### config.mk
export PLATFORM = sky130hd
export DESIGN_NAME = sse_ctrl
export DESIGN_NICKNAME = d
export VERILOG_FILES = /design/src/rtl/sorted_set_engine_macros.svh /design/src/rtl/sse_pkg.sv /design/src/rtl/sse_ctrl.sv
export SDC_FILE = /design/constraint.sdc
export NUM_CORES = 1
export LEC_CHECK = 0
export ABC_AREA = 1
export CAP_MARGIN = 30
export CORE_AREA = 2 2 39 41
export CTS_CLUSTER_SIZE = 30
export DETAILED_ROUTE_END_ITERATION = 16
export DIE_AREA = 0 0 41 43
export DONT_BUFFER_PORTS = 1
export HOLD_SLACK_MARGIN = 0.06
export SLEW_MARGIN = 10
export SYNTH_ARGS = -nofsm -noshare
export SYNTH_HDL_FRONTEND = slang
export SYNTH_SLANG_ARGS = --single-unit
### constraint.sdc
create_clock -name aclk -period 1.6 [get_ports aclk]
set_clock_uncertainty 0.2 [all_clocks]
set_input_delay 0.08 -clock aclk [delete_from_list [all_inputs] [get_ports aclk]]
set_output_delay 0.08 -clock aclk [all_outputs]
set_load 0.02 [all_outputs]
### src/rtl/sorted_set_engine_macros.svh
// Assertion macros used by the sorted set engine datapath.
`ifndef SORTED_SET_ENGINE_MACROS_SVH
`define SORTED_SET_ENGINE_MACROS_SVH

`ifndef SYNTH

// Same-cycle implication, disabled while in reset.
`define SSE_ASSERT_NOW(label, clk, rst_n, ante, cons) \
    label: assert property (@(posedge clk) disable iff (!rst_n) (ante) |-> (cons)) \
        else $error("sorted set engine check failed");

// Next-cycle implication, disabled while in reset.
`define SSE_ASSERT_NEXT(label, clk, rst_n, ante, cons) \
    label: assert property (@(posedge clk) disable iff (!rst_n) (ante) |=> (cons)) \
        else $error("sorted set engine check failed");

`else

`define SSE_ASSERT_NOW(label, clk, rst_n, ante, cons)
`define SSE_ASSERT_NEXT(label, clk, rst_n, ante, cons)

`endif

`endif

### src/rtl/sse_pkg.sv
// Types and constants shared by the sorted set engine modules.
package sse_pkg;

    localparam int OP_W       = 2;
    localparam int VALUE_W    = 32;
    localparam int STATUS_W   = 2;
    localparam int COUNT_W    = 7;
    localparam int CFG_W      = 7;
    localparam int IN_DATA_W  = 32;
    localparam int OUT_DATA_W = 16;
    localparam int TREE_FANIN = 8;

    localparam logic [CFG_W-1:0] SIZE_RESET = 7'd64;

    typedef enum logic [OP_W-1:0] {
        OP_INSERT = 2'd0,
        OP_REMOVE = 2'd1,
        OP_MEMBER = 2'd2,
        OP_RSVD   = 2'd3
    } op_t;

    typedef enum logic [STATUS_W-1:0] {
        ST_DONE = 2'd0,
        ST_MISS = 2'd1,
        ST_FULL = 2'd2
    } status_t;

    typedef enum logic [1:0] {
        S_IDLE    = 2'd0,
        S_COMPARE = 2'd1,
        S_REDUCE  = 2'd2,
        S_UPDATE  = 2'd3
    } state_t;

    typedef struct packed {
        logic load;     // capture the input item
        logic compare;  // register per-entry compare flags
        logic update;   // apply the operation and load the result register
    } cmd_t;

    typedef struct packed {
        logic out_valid;
    } sts_t;

endpackage

### src/rtl/sse_ctrl.sv
// Controller state machine for the sorted set engine.
module sse_ctrl #(
    parameter int LEVELS = 2
) (
    input  logic          aclk,
    input  logic          aresetn,
    input  logic          s_tvalid,
    output logic          s_tready,
    input  logic          m_tready,
    input  sse_pkg::sts_t sts,
    output sse_pkg::cmd_t cmd
);

    localparam int RC_W = (LEVELS > 1) ? $clog2(LEVELS) : 1;

    sse_pkg::state_t state_reg, state_next;
    logic [RC_W-1:0] red_cnt_reg, red_cnt_next;

    always_ff @(posedge aclk) begin
        if (!aresetn) begin
            state_reg   <= sse_pkg::S_IDLE;
            red_cnt_reg <= '0;
        end else begin
            state_reg   <= state_next;
            red_cnt_reg <= red_cnt_next;
        end
    end

    always_comb begin
        state_next   = state_reg;
        red_cnt_next = red_cnt_reg;
        s_tready     = 1'b0;
        cmd          = '0;
        case (state_reg)
            sse_pkg::S_IDLE: begin
                s_tready = 1'b1;
                if (s_tvalid) begin
                    cmd.load   = 1'b1;
                    state_next = sse_pkg::S_COMPARE;
                end
            end
            sse_pkg::S_COMPARE: begin
                cmd.compare  = 1'b1;
                red_cnt_next = '0;
                state_next   = sse_pkg::S_REDUCE;
            end
            sse_pkg::S_REDUCE: begin
                // wait for the hit flags to climb the OR tree
                if (red_cnt_reg == RC_W'(LEVELS - 1)) begin
                    state_next = sse_pkg::S_UPDATE;
                end else begin
                    red_cnt_next = red_cnt_reg + 1'b1;
                end
            end
            sse_pkg::S_UPDATE: begin
                // result register must be free before the set changes
                if (!sts.out_valid || m_tready) begin
                    cmd.update = 1'b1;
                    state_next = sse_pkg::S_IDLE;
                end
            end
            default: begin
                state_next = sse_pkg::S_IDLE;
            end
        endcase
    end

endmodule

==> results.cfg <==
[synth]
ys_seq_area_share_pct = 25.95
synth_top_area_cell = dfxtp_1
syn_nets = 43
ys_types = 11
syn_area_per_cell_um2 = 6.808
ys_warn_count = 0
syn_area_um2 = 231.5
synth_cells = 34
ys_top_cells_by_area = dfxtp_1, ha_1, inv_1, nand2_2, nor2_1
synth_top_area_share_pct = 25.95
ys_seq_elements = 3

[die]
die_w_um = 41
ios = 9
die_h_um = 43
num_rows = 14
start_util_pct = 16.73
core_region_area_um2 = 1384
die_area_um2 = 1763

[final_layout]
largest_reg_flops = 2
drive_gt1_share_pct = 18.60
post-route-util_pct = 23.51
final_cell_mix = inv_1, nor2_1, ha_1, dlygate4sd3_1
final_nets = 53
antennaDiodeCount = 0
postLayoutCellArea_um2 = 325.3
area_delta_synth_final_pct = 40.54
layout_commonest_cell = inv_1

[worst_setup_path]
path_cells = inv_1 -> ha_1 -> buf_4 -> nand2_1 -> inv_1
critPathBufInv = 3
slowest_delay_ps = 370
rr_worst_depth = 7
r2r_slack_ps = 240
startpoint_type = register
rr_startpoint = state_reg[0]$_SDFFE_PN0P_
critical-path-slowest-cell = dfxtp_1
arrival_ps = 1220
crit_top_cell = inv_1
crit_required_ps = 1320
critPathKind = reg2out
cp.depth = 5
cp-end-kind = primary output
cp-startpoint = state_reg[0]$_SDFFE_PN0P_
timing.rr.end = state_reg[1]$_SDFFE_PN0P_
critPathCapture = cmd[2]
cp_top_family = flip-flops
cp_max_fo = 4

[clock_network]
cts_tree = done
clock_path_buffers = 2
cts_sinks = 3
cts_buffers = 3
clock_latency_ps = 230
clkTransAtPathRegs_ps = 40
cts_root_buffer = clkbuf_4
postCtsSetupBuffers = 0
h-tree-depth = 1

[routing]
routed_wl_um = 436
viasPerCell = 3.780
antenna_left = 0
drtPass1Iterations = 2
drcViolationCount = 0
vias = 223
drt_iter0_markers = 1
wl_per_cell_um = 7.390

[global_routing]
antenna_found_initial = 0
grt-ovfl-total = 0
grtUsageMet3_pct = 7.853
grt_use_total_pct = 6.413
grt_pass1_wl_um = 676
grt_pass1_vias = 205
met2_usage_pct = 10.31
busiest_layer = met2
grt_max_degree = 5
grt_use_met1_pct = 4.153

[sta]
whs_ps = 92.60
worst_pin_slew_ps = 442.9
drv_slew = 0
post-route-period-util_pct = 93.71
rsz0062_at_grt = no
slew_headroom_pct = 70.57
setup_violations = 0
fmax_mhz = 667.0
tns_ps = 0
finalCriticalPeriod_ps = 1499
hold_viol_final = 0

[placement]
portBuffers = 0
placed_area_um2 = 259.0
gp_congestion = 0.5930
dpl.hpwl_um = 360

[power_and_ir_drop]
intPower_uw = 348.0
comb_power_share_pct = 57.8
clkPwrFrac_pct = 20.5
sequentialPowerShare_pct = 21.7
p_per_area_nw_per_um2 = 1983
ir_drop_v = 0.0005318
p_switching_uw = 297.0
p_leak_uw = 0.0001739
swShare_pct = 46.05

[flow_run]
maxCapViolCount = 0

[worst_hold_path]
worst_hold_path_type = in2out

[outcome]
status = finished, final reports clean
## logic make-up after synthesis
kind of cell / Yosys count / synth area share (%)
simple gates: 15 / 31.35
fa+ha+maj: 4 / 21.62
compound gates: 3 / 6.485
flops: 3 / 25.95
buf+inv: 9 / 14.59
## area by class of cell
cell class	count	area, um^2
Sequential cell	3	60.06
Timing Repair Buffer	5	47.55
Fill cell	158	1059
Tap cell	16	20.02
Clock buffer	4	26.28
Multi-Input combinational cell	22	137.6
Inverter	9	33.78
## synth_stat cells
library cell	instances
ha_1	4
dfxtp_1	3
nand4_1	2
o21ai_0	1
a21oi_1	2
nand2_1	3
nand3_1	1
nor2_1	5
nand2_2	3
inv_1	9
nor2_2	1
## power groups by stage
stage                     sequential [uW]  combinational, uW  clock [uW]
after floorplan                       137                304           0
after global placement                140                368           0
after detailed placement              142                371           0
after CTS                             141                380         139
after global routing                  144                425         150
final                                 140                373         132
## what timing repair did
action / 4_1_cts / 5_1_grt
endpoints found under the hold margin: 3 / 0
hold buffers: 4 / 0
setup endpoints to repair: 0 / 0
resized for setup: 0 / 0
## metal layers
| layer | vias up | wire length [um] |
|---|---|---|
| li1 | 119 | - |
| met1 | 99 | 190 |
| met2 | 5 | 210 |
| met3 | 0 | 35 |
| met4 | 0 | 0 |
| met5 | - | 0 |
## through the flow
step                      instances  setup slack, ps  total power (uW)
after detailed placement         51            234.8             512.9
after global routing             59            4.918             718.1
after floorplan                  34            224.1             440.4
final                            59            100.7             645.1
after global placement           51            262.4             508.0
after CTS                        59            86.21             660.0
## how the worst min path moves through the flow
stage	start	endpoint	slack, ps	depth (start not counted)
global placement	aresetn	state_reg[1]$_SDFFE_PN0P_	20	2
floorplan	aresetn	state_reg[1]$_SDFFE_PN0P_	1	2
global route	sts	cmd[0]	100	1
CTS	s_tvalid	cmd[2]	90	2
finish	s_tvalid	cmd[2]	90	2
detailed placement	aresetn	state_reg[1]$_SDFFE_PN0P_	20	2
Power figures use the tool's default switching activity.
